File: src/rtl/core/jsu_pkg.sv
// ----------------------------------------------------------------------------
// jsu_pkg
// Shared types and constants for the JSON string unescaper.
// ----------------------------------------------------------------------------
package jsu_pkg;

    localparam int QUEUE_DEPTH_DEF = 4;

    // UTF-8 encoding constants
    localparam logic [15:0] CP_ONE_LIMIT = 16'h0080;
    localparam logic [15:0] CP_TWO_LIMIT = 16'h0800;
    localparam logic [7:0]  UTF_LEAD2    = 8'hC0;
    localparam logic [7:0]  UTF_LEAD3    = 8'hE0;
    localparam logic [7:0]  UTF_CONT     = 8'h80;
    localparam logic [5:0]  UTF_MASK     = 6'h3F;

    // One queued work entry: up to three output bytes for one input word.
    // cnt == 0 only occurs with last set and stands for the end marker.
    typedef struct packed {
        logic [2:0][7:0] data;
        logic [1:0]      cnt;
        logic            last;
    } ent_t;

    typedef struct packed {
        logic full;
        logic empty;
    } qstat_t;

endpackage

File: src/rtl/core/jsu_front.sv
// ----------------------------------------------------------------------------
// jsu_front
// Accepts escaped bytes, tracks escape state and builds output entries.
// ----------------------------------------------------------------------------
module jsu_front
    import jsu_pkg::*;
(
    input  logic       clk,
    input  logic       rst_n,
    input  logic       in_valid,
    output logic       in_ready,
    input  logic [7:0] in_byte,
    input  logic       in_last,
    input  qstat_t     q_stat,
    output logic       push,
    output ent_t       push_ent
);

    typedef enum logic [1:0] {
        MODE_PLAIN,
        MODE_ESC,
        MODE_HEX
    } mode_t;

    localparam logic [7:0] CH_BSL = 8'h5C;
    localparam logic [7:0] CH_N   = 8'h6E;
    localparam logic [7:0] CH_T   = 8'h74;
    localparam logic [7:0] CH_R   = 8'h72;
    localparam logic [7:0] CH_U   = 8'h75;
    localparam logic [7:0] CH_LF  = 8'h0A;
    localparam logic [7:0] CH_TAB = 8'h09;

    mode_t           mode_reg, mode_next;
    logic [1:0]      taken_reg, taken_next;
    logic [15:0]     cp_reg, cp_next;
    logic            stop_reg, stop_next;
    logic [2:0][7:0] held_reg, held_next;

    logic       accept;
    logic       hx_ok;
    logic [3:0] hx_val;
    logic [15:0] cp_upd;
    ent_t       ent;

    always_comb
    begin
        hx_ok  = 1'b1;
        hx_val = 4'd0;
        if (in_byte >= 8'h30 && in_byte <= 8'h39)
        begin
            hx_val = 4'(in_byte - 8'h30);
        end
        else if (in_byte >= 8'h61 && in_byte <= 8'h66)
        begin
            hx_val = 4'(in_byte - 8'h57);
        end
        else if (in_byte >= 8'h41 && in_byte <= 8'h46)
        begin
            hx_val = 4'(in_byte - 8'h37);
        end
        else
        begin
            hx_ok = 1'b0;
        end
    end

    assign cp_upd   = (stop_reg || !hx_ok) ? cp_reg : {cp_reg[11:0], hx_val};
    assign in_ready = !q_stat.full;
    assign accept   = in_valid && in_ready;

    always_comb
    begin
        mode_next  = mode_reg;
        taken_next = taken_reg;
        cp_next    = cp_reg;
        stop_next  = stop_reg;
        held_next  = held_reg;
        ent        = '0;
        ent.last   = in_last;

        unique case (mode_reg)
            MODE_ESC:
            begin
                mode_next = MODE_PLAIN;
                unique case (in_byte)
                    CH_N:
                    begin
                        ent.data[0] = CH_LF;
                        ent.cnt     = 2'd1;
                    end
                    CH_T:
                    begin
                        ent.data[0] = CH_TAB;
                        ent.cnt     = 2'd1;
                    end
                    CH_R:
                    begin
                        ent.cnt = 2'd0;
                    end
                    CH_U:
                    begin
                        if (!in_last)
                        begin
                            mode_next  = MODE_HEX;
                            taken_next = 2'd0;
                            cp_next    = 16'd0;
                            stop_next  = 1'b0;
                        end
                    end
                    default:
                    begin
                        ent.data[0] = in_byte;
                        ent.cnt     = 2'd1;
                    end
                endcase
            end
            MODE_HEX:
            begin
                stop_next = stop_reg | ~hx_ok;
                cp_next   = cp_upd;
                if (taken_reg == 2'd3)
                begin
                    mode_next = MODE_PLAIN;
                    if (cp_upd < CP_ONE_LIMIT)
                    begin
                        ent.data[0] = cp_upd[7:0];
                        ent.cnt     = 2'd1;
                    end
                    else if (cp_upd < CP_TWO_LIMIT)
                    begin
                        ent.data[0] = UTF_LEAD2 | {3'd0, cp_upd[10:6]};
                        ent.data[1] = UTF_CONT | {2'd0, cp_upd[5:0] & UTF_MASK};
                        ent.cnt     = 2'd2;
                    end
                    else
                    begin
                        ent.data[0] = UTF_LEAD3 | {4'd0, cp_upd[15:12]};
                        ent.data[1] = UTF_CONT | {2'd0, cp_upd[11:6] & UTF_MASK};
                        ent.data[2] = UTF_CONT | {2'd0, cp_upd[5:0] & UTF_MASK};
                        ent.cnt     = 2'd3;
                    end
                end
                else
                begin
                    held_next[taken_reg] = in_byte;
                    taken_next           = taken_reg + 2'd1;
                    if (in_last)
                    begin
                        // string cut short: dump the held bytes literally
                        for (int k = 0; k < 3; k++)
                        begin
                            ent.data[k] = (2'(k) == taken_reg) ? in_byte : held_reg[k];
                        end
                        ent.cnt = taken_reg + 2'd1;
                    end
                end
            end
            default:
            begin
                if (in_byte == CH_BSL && !in_last)
                begin
                    mode_next = MODE_ESC;
                end
                else
                begin
                    ent.data[0] = in_byte;
                    ent.cnt     = 2'd1;
                end
            end
        endcase

        if (in_last)
        begin
            mode_next  = MODE_PLAIN;
            taken_next = 2'd0;
            cp_next    = 16'd0;
            stop_next  = 1'b0;
        end
    end

    assign push     = accept && (ent.cnt != 2'd0 || in_last);
    assign push_ent = ent;

    always_ff @(posedge clk or negedge rst_n)
    begin
        if (!rst_n)
        begin
            mode_reg  <= MODE_PLAIN;
            taken_reg <= 2'd0;
            cp_reg    <= 16'd0;
            stop_reg  <= 1'b0;
        end
        else if (accept)
        begin
            mode_reg  <= mode_next;
            taken_reg <= taken_next;
            cp_reg    <= cp_next;
            stop_reg  <= stop_next;
        end
    end

    always_ff @(posedge clk)
    begin
        if (accept)
        begin
            held_reg <= held_next;
        end
    end

endmodule

File: src/rtl/core/jsu_queue.sv
// ----------------------------------------------------------------------------
// jsu_queue
// Small entry FIFO between the front and back ends.
// ----------------------------------------------------------------------------
module jsu_queue
    import jsu_pkg::*;
#(
    parameter int DEPTH = QUEUE_DEPTH_DEF
)
(
    input  logic   clk,
    input  logic   rst_n,
    input  logic   push,
    input  ent_t   push_ent,
    input  logic   pop,
    output ent_t   head_ent,
    output qstat_t q_stat
);

    localparam int PTR_W = (DEPTH > 1) ? $clog2(DEPTH) : 1;
    localparam int CNT_W = $clog2(DEPTH + 1);

    ent_t             mem_reg [DEPTH];
    logic [PTR_W-1:0] wptr_reg, wptr_next;
    logic [PTR_W-1:0] rptr_reg, rptr_next;
    logic [CNT_W-1:0] cnt_reg, cnt_next;
    logic             do_push, do_pop;

    assign q_stat.full  = (cnt_reg == CNT_W'(DEPTH));
    assign q_stat.empty = (cnt_reg == '0);
    assign do_push      = push && !q_stat.full;
    assign do_pop       = pop && !q_stat.empty;
    assign head_ent     = mem_reg[rptr_reg];

    always_comb
    begin
        wptr_next = wptr_reg;
        rptr_next = rptr_reg;
        cnt_next  = cnt_reg;
        if (do_push)
        begin
            wptr_next = (wptr_reg == PTR_W'(DEPTH - 1)) ? '0 : wptr_reg + PTR_W'(1);
        end
        if (do_pop)
        begin
            rptr_next = (rptr_reg == PTR_W'(DEPTH - 1)) ? '0 : rptr_reg + PTR_W'(1);
        end
        if (do_push && !do_pop)
        begin
            cnt_next = cnt_reg + CNT_W'(1);
        end
        else if (do_pop && !do_push)
        begin
            cnt_next = cnt_reg - CNT_W'(1);
        end
    end

    always_ff @(posedge clk or negedge rst_n)
    begin
        if (!rst_n)
        begin
            wptr_reg <= '0;
            rptr_reg <= '0;
            cnt_reg  <= '0;
        end
        else
        begin
            wptr_reg <= wptr_next;
            rptr_reg <= rptr_next;
            cnt_reg  <= cnt_next;
        end
    end

    always_ff @(posedge clk)
    begin
        if (do_push)
        begin
            mem_reg[wptr_reg] <= push_ent;
        end
    end

endmodule

File: src/rtl/core/jsu_back.sv
// ----------------------------------------------------------------------------
// jsu_back
// Serializes queued entries into output words through an output register.
// ----------------------------------------------------------------------------
module jsu_back
    import jsu_pkg::*;
(
    input  logic       clk,
    input  logic       rst_n,
    input  ent_t       head_ent,
    input  qstat_t     q_stat,
    output logic       pop,
    output logic       out_valid,
    input  logic       out_ready,
    output logic [7:0] out_byte,
    output logic       byte_valid,
    output logic       run_last,
    output logic       string_end
);

    logic [1:0] idx_reg, idx_next;
    logic       valid_reg;
    logic [7:0] byte_reg;
    logic       bval_reg, rlast_reg, send_reg;
    logic       load;
    logic       tail;
    logic [1:0] nbytes;

    assign load   = !q_stat.empty && (!valid_reg || out_ready);
    // end marker entry still takes one slot
    assign nbytes = (head_ent.cnt == 2'd0) ? 2'd1 : head_ent.cnt;
    assign tail   = (idx_reg == nbytes - 2'd1);
    assign pop    = load && tail;

    always_comb
    begin
        idx_next = idx_reg;
        if (load)
        begin
            idx_next = tail ? 2'd0 : idx_reg + 2'd1;
        end
    end

    always_ff @(posedge clk or negedge rst_n)
    begin
        if (!rst_n)
        begin
            idx_reg   <= 2'd0;
            valid_reg <= 1'b0;
        end
        else
        begin
            idx_reg <= idx_next;
            if (load)
            begin
                valid_reg <= 1'b1;
            end
            else if (out_ready)
            begin
                valid_reg <= 1'b0;
            end
        end
    end

    always_ff @(posedge clk)
    begin
        if (load)
        begin
            byte_reg  <= (head_ent.cnt == 2'd0) ? 8'd0 : head_ent.data[idx_reg];
            bval_reg  <= (head_ent.cnt != 2'd0);
            rlast_reg <= tail;
            send_reg  <= tail && head_ent.last;
        end
    end

    assign out_valid  = valid_reg;
    assign out_byte   = byte_reg;
    assign byte_valid = bval_reg;
    assign run_last   = rlast_reg;
    assign string_end = send_reg;

endmodule

File: src/rtl/core/json_string_unescaper_unit.sv
// An accepted word is written into the entry queue and then loaded into the output register.
// Throughput: one input word per cycle while the entry queue is not full; an input that
// yields n output words sends them one at a time, and the entry queue absorbs the burst.
// Rate is set by the single output register draining one word per cycle while out_ready is high.
// Reset (rst_n low, async): escape state cleared, queue emptied, out_valid low.
// ----------------------------------------------------------------------------
// json_string_unescaper_unit
// JSON string unescaper with UTF-8 output for backslash-u code points.
// ----------------------------------------------------------------------------
module json_string_unescaper_unit
    import jsu_pkg::*;
#(
    parameter int QUEUE_DEPTH = QUEUE_DEPTH_DEF
)
(
    input  logic       clk,
    input  logic       rst_n,
    input  logic       in_valid,
    output logic       in_ready,
    input  logic [7:0] in_byte,
    input  logic       in_last,
    output logic       out_valid,
    input  logic       out_ready,
    output logic [7:0] out_byte,
    output logic       byte_valid,
    output logic       run_last,
    output logic       string_end
);

    qstat_t q_stat;
    logic   push, pop;
    ent_t   push_ent, head_ent;

    jsu_front u_front (
        .clk      (clk),
        .rst_n    (rst_n),
        .in_valid (in_valid),
        .in_ready (in_ready),
        .in_byte  (in_byte),
        .in_last  (in_last),
        .q_stat   (q_stat),
        .push     (push),
        .push_ent (push_ent)
    );

    jsu_queue #(
        .DEPTH (QUEUE_DEPTH)
    ) u_queue (
        .clk      (clk),
        .rst_n    (rst_n),
        .push     (push),
        .push_ent (push_ent),
        .pop      (pop),
        .head_ent (head_ent),
        .q_stat   (q_stat)
    );

    jsu_back u_back (
        .clk        (clk),
        .rst_n      (rst_n),
        .head_ent   (head_ent),
        .q_stat     (q_stat),
        .pop        (pop),
        .out_valid  (out_valid),
        .out_ready  (out_ready),
        .out_byte   (out_byte),
        .byte_valid (byte_valid),
        .run_last   (run_last),
        .string_end (string_end)
    );

    a_end_is_run_last: assert property (@(posedge clk) disable iff (!rst_n)
        out_valid && string_end |-> run_last)
        else $error("string end word without run_last");

    a_marker_shape: assert property (@(posedge clk) disable iff (!rst_n)
        out_valid && !byte_valid |-> string_end && run_last && out_byte == 8'd0)
        else $error("malformed end marker");

    a_idle_latency: assert property (@(posedge clk) disable iff (!rst_n)
        push && q_stat.empty && !out_valid |=> ##1 out_valid)
        else $error("entry did not reach output in two cycles");

endmodule

File: config.mk
export PLATFORM = sky130hd
export DESIGN_NAME = json_string_unescaper_unit
export DESIGN_NICKNAME = d
export VERILOG_FILES = /design/src/rtl/core/jsu_pkg.sv /design/src/rtl/core/jsu_front.sv /design/src/rtl/core/jsu_queue.sv /design/src/rtl/core/jsu_back.sv /design/src/rtl/core/json_string_unescaper_unit.sv
export SDC_FILE = /design/constraint.sdc
export NUM_CORES = 1
export LEC_CHECK = 0
export ABC_AREA = 1
export BUFFER_PORTS_ARGS = -buffer_cell sky130_fd_sc_hd__buf_4
export CAP_MARGIN = 15
export CORE_MARGIN = 5
export CORE_UTILIZATION = 60
export DETAILED_ROUTE_END_ITERATION = 10
export GPL_TIMING_DRIVEN = 1
export PLACE_DENSITY = 0.77
export SYNTH_ARGS = -nofsm -noshare
export SYNTH_HDL_FRONTEND = slang
export SYNTH_SLANG_ARGS = --single-unit
File: constraint.sdc
create_clock -name clk -period 5.31 [get_ports clk]
set_input_delay 1.062 -clock clk [delete_from_list [all_inputs] [get_ports clk]]
set_output_delay 1.062 -clock clk [all_outputs]
set_load 0.03 [all_outputs]
### Yosys cells after proc, flatten, opt, wreduce, memory -nomap -nowiden

Memories as Yosys holds them, arrays and structs flattened.
Index checks and enable logic that the tools add are counted.

| storage, ports and cells | value |
|---|---|
| flip-flop bits (word level) | 66 |
| memory bits (writable) | 108 |
| input bits | 13 |
| output and inout port bits | 13 |
| word-level logic and storage cells | 147 |
| memories kept | 1 |

| cells by class | value |
|---|---|
| add/sub/neg operators | 10 |
| $lt $le $gt $ge | 11 |
| equal/unequal tests | 17 |
| multiplexer cells | 51 |
| bitwise gates (word level) | 3 |
| reductions and logical operators | 38 |

Memories:

| name | depth | width | read ports | clocked after Yosys merged registers in | wr ports | line | text |
|---|---|---|---|---|---|---|---|
| u_queue.mem_reg | 4 | 27 | 1 | 0 | 1 | jsu_queue.sv:23 | `ent_t mem_reg [DEPTH];` |

Operators by type and width:

| cell | number |
|---|---|
| $mux 16 | 6 |
| $mux 26 | 2 |
| $mux 8 | 6 |
| $eq 8x7->1 const B | 5 |
| $pmux 16 s2 | 1 |
| $bwmux 24 | 1 |
| $pmux 8 s3 | 1 |
| $mux 2 | 11 |
| $mux 10 | 2 |
| $pmux 10 s2 | 1 |
| $bmux 8 s2 | 1 |
| $demux 8 s2 | 1 |
| $ge 8x7->1 const B | 2 |
| $le 8x7->1 const B | 2 |
| $lt 16x12->1 const B | 1 |
| $lt 16x8->1 const B | 1 |
| $logic_and 1x1->1 | 14 |
| $mux 4 | 3 |
| $mux 1 | 10 |
| $reduce_and 3->1 | 3 |
| $add 2x1->2 const B | 4 |
| $eq 2x2->1 const B | 4 |
| $ge 8x6->1 const B | 1 |
| $le 8x6->1 const B | 1 |
| other kinds (28) | 46 |

### Longest topological paths before layout

Gate-level depths: netlist of the first run.

| logic depth | value |
|---|---|
| depth in word-level cells | 21 |
| gate-level depth with buffers | 28 |
| gate-level depth less buffers | 27 |

### Modules after synthesis

A second synthesis of the first run with hierarchy kept.

| second synthesis, totals | value |
|---|---|
| cell total of the unflattened synthesis | 911 |
| area total of the unflattened synthesis | 8,738.4 um^2 |

Modules (own cells, without submodules):

| module | instances | cells an instance | area an instance (um^2) | sequential area each (um^2) |
|---|---|---|---|---|
| jsu_queue | 1 | 375 | 4,780.8 | 3,418.3 |
| jsu_front | 1 | 443 | 3,211.8 | 1,246.2 |
| jsu_back | 1 | 93 | 745.7 | 405.4 |

### Least setup slack after synthesis of the first run

OpenSTA, ideal clock, no wires.

| path | value |
|---|---|
| path kind | input-to-reg |
| start point | input port in_byte[0] |
| end point | memory u_queue.mem_reg[0][0] (netlist bit), enable pin |
| library setup time | 389 ps |
| arrival | 3,495 ps |
| required time | 4,921 ps |
| slack | 1,426 ps |
| stages | 22 |
| buffers on the path | 1 |
| cells stage by stage | inv_1 > ha_1 > inv_1 > nand2_1 > nand2_1 > nand2_2 > nand2_4 > nand2_8 > nand2_8 > buf_12 > nand2_4 > nand2_4 > nand2_4 > nor2_4 > nand3_2 > nand2_2 > nand2_1 > nand2_1 > nand2_2 > nand3_4 > nand2_8 > nor2_2 |

| between the ends | value |
|---|---|
| longest elaborated chain between the ends | 19 |
| elaborated cells on any way between the ends | 40 |
| those cells by class | add/sub: 3; order compare: 8; eq/ne: 3; mux: 15; reduce/logical: 11 |

Ends and longest elaborated chain:

| item | line | text |
|---|---|---|
| from (decl) | json_string_unescaper_unit.sv:20 | `input logic [7:0] in_byte,` |
| $ge 8x7->1 / $le 8x7->1 (equally long branches) | jsu_front.sv:57 | `else if (in_byte >= 8'h41 && in_byte <= 8'h46)` |
| $logic_and 1x1->1 | jsu_front.sv:57 |  |
| $mux 1 | jsu_front.sv:57 |  |
| $mux 1 | jsu_front.sv:53 | `else if (in_byte >= 8'h61 && in_byte <= 8'h66)` |
| $mux 1 | jsu_front.sv:49 | `if (in_byte >= 8'h30 && in_byte <= 8'h39)` |
| $logic_not 1->1 | jsu_front.sv:67 | `assign cp_upd = (stop_reg \|\| !hx_ok) ? cp_reg : {cp_reg[11:0], hx_val};` |
| $logic_or 1x1->1 | jsu_front.sv:67 |  |
| $mux 16 | jsu_front.sv:67 |  |
| [... 3 more ...] | - |  |
| $mux 26 | jsu_front.sv:121 | `if (taken_reg == 2'd3)` |
| $pmux 10 s2 (*) | jsu_front.sv:81 | `unique case (mode_reg)` |
| $reduce_bool 2->1 (*) | jsu_front.sv:181 | `assign push = accept && (ent.cnt != 2'd0 \|\| in_last);` |
| $logic_or 1x1->1 (*) | jsu_front.sv:181 |  |
| $logic_and 1x1->1 (*) | jsu_front.sv:181 |  |
| $logic_and 1x1->1 (*) | jsu_queue.sv:31 | `assign do_push = push && !q_stat.full;` |
| $mux 1 (*) | jsu_queue.sv:76 | `if (do_push)` |
| $mux 1 (implied by the code) (*) | jsu_queue.sv:78 | `mem_reg[wptr_reg] <= push_ent;` |
| to (decl) | jsu_queue.sv:23 |  |

Mark *: on every way between the ends. The rest lies on a longest branch, timed or not.

### Worst setup path after layout of the first run

| path | value |
|---|---|
| start point | input port in_byte[0] |
| end point | register u_queue.cnt_reg[2] |

| between the ends | value |
|---|---|
| longest elaborated chain between the ends | 20 |
| elaborated cells on any way between the ends | 43 |
| those cells by class | add/sub: 3; order compare: 8; eq/ne: 3; mux: 14; reduce/logical: 15 |

Ends and longest elaborated chain:

| item | line | text |
|---|---|---|
| $ge 8x7->1 / $le 8x7->1 (equally long branches) | jsu_front.sv:57 |  |
| $logic_and 1x1->1 | jsu_front.sv:57 |  |
| $mux 1 | jsu_front.sv:57 |  |
| $mux 1 | jsu_front.sv:53 |  |
| $mux 1 | jsu_front.sv:49 |  |
| $logic_not 1->1 | jsu_front.sv:67 |  |
| $logic_or 1x1->1 | jsu_front.sv:67 |  |
| $mux 16 | jsu_front.sv:67 |  |
| [... 5 more ...] | - |  |
| $reduce_bool 2->1 (*) | jsu_front.sv:181 |  |
| $logic_or 1x1->1 (*) | jsu_front.sv:181 |  |
| $logic_and 1x1->1 (*) | jsu_front.sv:181 |  |
| $logic_and 1x1->1 (*) | jsu_queue.sv:31 |  |
| via u_queue.do_push | jsu_queue.sv:27 | `logic do_push, do_pop;` |
| $logic_not 1->1 | jsu_queue.sv:52 | `else if (do_pop && !do_push)` |
| $logic_and 1x1->1 | jsu_queue.sv:52 |  |
| $reduce_bool 2->1 (no line) | - |  |
| to (signal assigned) | jsu_queue.sv:70 | `cnt_reg <= cnt_next;` |
| to (decl) | jsu_queue.sv:26 | `logic [CNT_W-1:0] cnt_reg, cnt_next;` |

The timed path passes the listed nets; every way through them passes the cells marked *.
A chain may end at the register's enable or synchronous reset.

==> results of run 1 <==
-- worst max-delay path, stage by stage --
cell and delay, ns:
buf_4 0.14, inv_1 0.13, ha_1 0.26, inv_1 0.08
nand2_1 0.05, nand2_1 0.07, nand2_2 0.06, nand2_4 0.11
nand2_8 0.10, nand2_8 0.14, nand2_1 0.07, nand2_1 0.12
nand2_1 0.11, nor2_4 0.13, nand3_2 0.24, nand2_2 0.14
nand2_1 0.05, nand2_1 0.07, nand2_2 0.07, nand3_4 0.12
nand2_8 0.09, inv_2 0.06, ha_1 0.12, inv_1 0.06
fa_1 0.38, a21oi_1 0.14, o21ai_0 0.12, xor2_1 0.16
-- synth_stat cells, types with 3 or more instances --
cell	count	area share
o221ai_1	8	0.0083
nand2_8	3	0.0072
nor2_2	6	0.0045
a22oi_1	9	0.0080
a31oi_1	3	0.0022
ha_1	16	0.024
edfxtp_1	143	0.51
nor2_1	70	0.031
dfrtp_1	31	0.092
nand2_2	14	0.010
o21ai_0	73	0.044
a221o_1	8	0.0095
nand2_1	134	0.060
nand4_1	4	0.0030
o22ai_1	15	0.011
a2111oi_0	5	0.0052
inv_2	8	0.0036
a21oi_1	53	0.032
clkbuf_1	28	0.013
inv_1	76	0.034
nand3_2	4	0.0048
nand3_1	32	0.019
nand2_4	5	0.0067
nor3_1	5	0.0030
o21ai_1	6	0.0036
xor2_1	3	0.0031
clkinv_1	3	0.0013
o211ai_1	16	0.014
-- metrics by stage --
step / cells / hold WS [ns] / utilization
5_1_grt: 1019 / 0.565 / 0.675
6_report: 1019 / 0.535 / 0.675
3_3_place_gp: 987 / 0.517 / 0.633
3_5_place_dp: 987 / 0.531 / 0.633
4_1_cts: 1019 / 0.539 / 0.675
2_1_floorplan: 807 / 0.470 / -
-- power by group through the flow --
stage / sequential [W] / combinational [W] / clock, W
CTS: 0.00208 / 0.00200 / 0.00121
finish: 0.00208 / 0.00201 / 0.00121
floorplan: 0.00213 / 0.00134 / 0
detailed placement: 0.00211 / 0.00198 / 0
global route: 0.00211 / 0.00221 / 0.00127
global placement: 0.00209 / 0.00191 / 0
-- logic make-up after synthesis --
| kind of cell | after synthesis |
|---|---|
| AOI/OAI and AO/OA | 207 |
| xor gates and xnor gates | 5 |
| adders and majority gates | 17 |
| buffers and inverters | 122 |
| DFF | 174 |
| and+or+nand+nor | 282 |
-- layer usage --
metal,vias to the layer above,wire [um],track usage
met5,-,0,0
met4,0,717,0.115
met3,57,1380,0.0375
met2,315,10400,0.434
met1,3110,8600,0.354
li1,2880,-,-
-- final cells by class --
class,instances,share of cell area
flip-flops and latches,174,0.546
multi-input cells,511,0.305
clock buffers,18,0.0462
inverters,87,0.0351
repair buffers,35,0.0283
well taps,180,0.0242
clock inverters,14,0.0155
-- worst max-delay path by stage --
stage                          start                              end  slack, ns  depth (start not counted)
after floorplan           in_byte[0]  u_queue.mem_reg[0][0]$_DFFE_PP_       1.43                         22
after global placement    in_byte[0]   u_queue.cnt_reg[2]$_DFFE_PN0P_       0.86                         28
after detailed placement  in_byte[0]   u_queue.cnt_reg[2]$_DFFE_PN0P_       0.72                         28
after CTS                 in_byte[0]   u_queue.cnt_reg[2]$_DFFE_PN0P_       1.15                         28
after global routing      in_byte[1]   u_queue.cnt_reg[2]$_DFFE_PN0P_       0.86                         28
final                     in_byte[0]   u_queue.cnt_reg[2]$_DFFE_PN0P_       1.13                         28
==> out/results.txt, run 1 <==
outcome: finished clean
Gate Count Post-Synth: 807
Reg2Reg Setup Slack: 1.77 ns
final worst slack: 1.13 ns
most common cell after layout, fill and taps aside: edfxtp_1
share of the yosys chip area belonging to registers: 0.604
DIE HEIGHT: 128 um
Syn-to-layout area delta: 10.7%
CTS tree: yes
syn_nets: 837
max FFs per register: 108
Core Box Area: 13800 um2
Setup Fix Bufs, Post-CTS: 0
Worst Hold Class: reg2reg
internal power: 0.00321 W
Req. time, crit path: 5.61 ns
clock transition time at the flip-flop clock pins of the worst setup and hold paths: 0.07 ns
flops & latches, synth: 174
clock buffer depth: 2
maximum clock rate: 239 MHz
wirelength, routed: 21.1 mm
hold path startpoint: u_front.cp_reg[15]$_DFFE_PN0P_
Post-DRT Antenna Nets: 0
Fin. Hold Viols: 0
post-place instance area: 8720 um2
DP Wirelength: 14.1 mm
Switching Share: 0.396
post-layout min period: 4.18 ns
GRT Residual Overflow: 0
total power: 0.00531 W
Pleak: 3.65 nW
CP Launch Type: primary input
Post-Synth Adder-Cell Area: 0.0262
initial antenna violation count: 0
Clock Tree Root: clkbuf_16
Setup Total Neg Slack: 0 ns
final cycle utilization of the critical path: 0.787
max_cap viols: 0
IO Port Bufs: 25
simple-gate share of the synthesized area: 0.158
synth unique cells: 49
DRC: 0
Iter 0 DRT Violations: 774
Synth Area in Compound Gates: 0.149
Worst Hold End: u_front.cp_reg[15]$_DFFE_PN0P_
GP Congestion: 0.970
top_reg_cell synth: edfxtp_1
WL per Instance: 20.7 um
Reg2Reg Capture Point: u_queue.cnt_reg[1]$_DFFE_PN0P_
setup violators final: 0
Die Width: 128 um
crit path max fanout: 17
Finished Cell Area: 9290 um2
n_diodes: 0
# rows: 43
pin count of the biggest net entering global routing: 58
FF-to-FF path depth: 13
post-cts sizing count: 0
clock network power share: 0.228
clk_skew: 0.00960 ns
CTS Buf Count: 17
Mapped Area: 8390 um2
vias per inst: 6.24
count of pins over their slew limit: 0
GRT Total Usage: 0.265
worst-margin pin slew: 0.940 ns
area of the multi-input gates: 2840 um2
register area: 5070 um2
sequential group share of total power: 0.392
die footprint: 16500 um2
fraction of layout cells with a size suffix above 1: 0.132
mux cell area share after synthesis: 0
first-pass GRT wire length: 33.4 mm
CTS Sinks: 174
Slew headroom: 0.372
Peak VDD IR: 0.237 mV
Place WS: 0.719 ns
unrepaired setup endpoints after global routing: no
Synth Area in XOR/XNOR: 0.00522
Starting Density: 0.609
Worst Path Class, Setup: in2reg
most frequent cells in the layout: 143 x edfxtp_1, 134 x nand2_1, 76 x inv_1
main combinational cell family by area after synthesis: simple AND/OR/NAND/NOR gates
I/O Pins: 26
Post-synth EDFFs: 143
combinational power share: 0.380
Psw: 0.00210 W
FF-to-FF Start: u_queue.rptr_reg[0]$_DFFE_PN0P_
Clock Latency Late Sink: 0.43 ns
Setup crit end kind: register
Pwr Density: 571 nW/um2
fill count: 1048
Synth Area per Inst: 10.4 um2
vias in the first global route: 6197
drt pass-1 iters: 7
Yosys warning total: 0
Post-synth ARST share: 0.178
critical path arrival: 4.48 ns
Final #Nets: 856
H-tree depth: 4
Hold Path Stages: 2
DR vias: 6362
CTS Hold Bufs: 0
Power figures use the tool's default switching activity.
==> run 2, diff against run 1 <==
Settings changed: ABC_AREA 1 to 0, CORE_UTILIZATION 60 to 56, PLACE_DENSITY 0.77 to 0.76.
Clock period 5.31 ns to 3.6 ns, I/O delays scaled along.
==> run 2 against run 1 <==
Clock-buffer cell count grew 4. Synthesized cell count shrank 25%. Clock power grew 49%.
==> out/results.txt, run 2 <==
Iter 0 DRT Violations: 731
critical path arrival: 3.57 ns
WHS: 0.234 ns
GRT Residual Overflow: 0
Reg2Reg Capture Point: u_queue.cnt_reg[1]$_DFFE_PN0P_
first-pass GRT wire length: 29.8 mm
CP Launch Type: register
Mapped Area: 8410 um2
Pleak: 3.52 nW
die footprint: 17600 um2
CTS Hold Bufs: 0
Yosys warning total: 0
WL per Instance: 21.9 um
vias per inst: 6.43
initial antenna violation count: 0
pin count of the biggest net entering global routing: 32
crit path max fanout: 7
CP peak stage delay: 0.73 ns
DRC: 0
Syn-to-layout area delta: 13.9%
post-cts sizing count: 0
Slew headroom: 0.470
DR vias: 5495
GP Congestion: 0.919
maximum clock rate: 307 MHz
syn_nets: 637
final cycle utilization of the critical path: 0.904
Die Width: 133 um
DIE HEIGHT: 133 um
Post-DRT Antenna Nets: 0
fraction of layout cells with a size suffix above 1: 0.231
Stages on worst setup path: 9
critical path endpoint: u_queue.cnt_reg[1]$_DFFE_PN0P_
Peak VDD IR: 0.370 mV
Post-synth EDFFs: 143
Final #Nets: 687
clock transition time at the flip-flop clock pins of the worst setup and hold paths: 0.07 ns
most common cell after layout, fill and taps aside: edfxtp_1
share of the yosys chip area belonging to registers: 0.603
count leader, synth: edfxtp_1
Req. time, crit path: 3.91 ns
most common library cells after synthesis: 143 x edfxtp_1, 37 x o21ai_0, 32 x mux2i_1, 31 x dfrtp_1, 31 x nor2_1
Worst Path Class, Setup: reg2reg
critical path cell sequence: nor4_1 -> o21ai_2 -> a211o_4 -> and2_1 -> o31a_1 -> ha_1 -> inv_1 -> fa_1 -> mux2_2
Gate Count Post-Synth: 607
GRT Total Usage: 0.220
outcome: finished clean
post-synth top area cell: edfxtp_1
Setup Fix Bufs, Post-CTS: 0
clock buffer depth: 2
max FFs per register: 108
clk_skew: 0.0117 ns
Starting Density: 0.574
unrepaired setup endpoints after global routing: no
CP delay by family, top: simple AND/OR/NAND/NOR gates
I/O Pins: 26
FF-to-FF path depth: 9
Core Box Area: 14600 um2
DP Wirelength: 12.9 mm
IO Port Bufs: 25
flops & latches, synth: 174
CTS tree: yes
H-tree depth: 4
worst setup path startpoint: u_front.cp_reg[5]$_DFFE_PN0P_
Clock Latency Late Sink: 0.43 ns
Fin. Hold Viols: 0
Synth Area per Inst: 13.8 um2
CTS Sinks: 174
top_reg_cell synth: edfxtp_1
# rows: 44
max_cap viols: 0
setup violators final: 0
most frequent cells in the layout: 143 x edfxtp_1, 68 x buf_4, 37 x o21ai_0
post-layout min period: 3.25 ns
Pwr Density: 693 nW/um2
Post-synth ARST share: 0.178
Reg2Reg Setup Slack: 0.35 ns
Clock Tree Root: clkbuf_16
slowest CP cell: nor4_1
FF-to-FF Start: u_front.cp_reg[5]$_DFFE_PN0P_
Worst Hold Class: in2async
drt pass-1 iters: 5
Core Util, Final: 0.654
count of pins over their slew limit: 0
share of the synthesized area in the top cell type: 0.511
worst path bufs/invs: 1
wirelength, routed: 18.7 mm
vias in the first global route: 5346
synth unique cells: 72
Synth area leaders: edfxtp_1 51%, dfrtp_1 9.2%, mux4_2 7.2%, mux2i_1 3.8%, ha_1 2.4%
worst-margin pin slew: 0.788 ns
n_diodes: 0
CTS Buf Count: 17
Setup crit end kind: register
run 2: cell count changes in the layout (fill, tap and decap cells not counted), sizes merged, moves of 11 or more:
cell,previous run,this run
mux2,0,15
a22o,0,14
nand3,37,17
mux4,0,27
mux2i,0,32
o211ai,16,5
buf,35,68
a21oi,54,30
o22ai,15,3
inv,86,20
nor2,77,31
nand2,156,30
o21ai,80,40
run 2: cell families (layout without fill, tap and decap cells):
| logic type | after synthesis | in the layout | share of synthesized area |
|---|---|---|---|
| buf+inv | 57 | 120 | 0.0283 |
| xor+xnor | 4 | 4 | 0.00417 |
| mux | 74 | 74 | 0.131 |
| flops | 174 | 174 | 0.603 |
| compound gates | 145 | 145 | 0.119 |
| simple gates | 136 | 136 | 0.0889 |
| fa+ha+maj | 17 | 17 | 0.0262 |
run 2: worst min-delay path by stage:
stage,start,endpoint,slack [ns],depth (start not counted)
after floorplan,rst_n,u_back.idx_reg[0]$_DFFE_PN0P_,0.42,0
after global placement,u_queue.cnt_reg[2]$_DFFE_PN0P_,u_queue.cnt_reg[2]$_DFFE_PN0P_,0.47,1
after detailed placement,u_queue.cnt_reg[2]$_DFFE_PN0P_,u_queue.cnt_reg[2]$_DFFE_PN0P_,0.49,1
after CTS,rst_n,u_queue.wptr_reg[1]$_DFFE_PN0P_,0.24,1
after global routing,rst_n,u_back.idx_reg[1]$_DFFE_PN0P_,0.26,1
final,rst_n,u_back.idx_reg[0]$_DFFE_PN0P_,0.23,1
run 2: per-layer routing:
| layer | vias to the layer above | track usage | routed length, um |
|---|---|---|---|
| met5 | - | 0 | 0 |
| met4 | 0 | 0.0733 | 390 |
| met1 | 2745 | 0.303 | 7780 |
| met2 | 253 | 0.353 | 9240 |
| met3 | 29 | 0.0475 | 1290 |
| li1 | 2468 | - | - |
run 2: through the flow:
step	setup TNS (ns)	total power [W]	instance area, um2	instances	worst slack [ns]
after floorplan	0	0.00427	8410	607	0.0340
after detailed placement	-0.0669	0.00489	8980	822	-0.0669
after global routing	0	0.00698	9570	854	0.207
final	0	0.00664	9570	854	0.346
after global placement	-0.00107	0.00482	8980	822	-0.00107
after CTS	0	0.00668	9570	854	0.369
run 2: cell type report:
| cell class | count | area (um2) |
|---|---|---|
| Inverter | 20 | 75.1 |
| Multi-Input combinational cell | 376 | 3100 |
| Tap cell | 184 | 230 |
| Sequential cell | 174 | 5070 |
| Clock buffer | 22 | 474 |
| Fill cell | 1042 | 5070 |
| Timing Repair Buffer | 68 | 510 |
| Clock inverter | 10 | 113 |
run 2: where the power goes:
part | leakage, nW | switching, W | internal [W]
registers | 1.74 | 0.000142 | 0.00266
clock network | 0.286 | 0.000726 | 0.00107
logic | 1.49 | 0.00117 | 0.000867
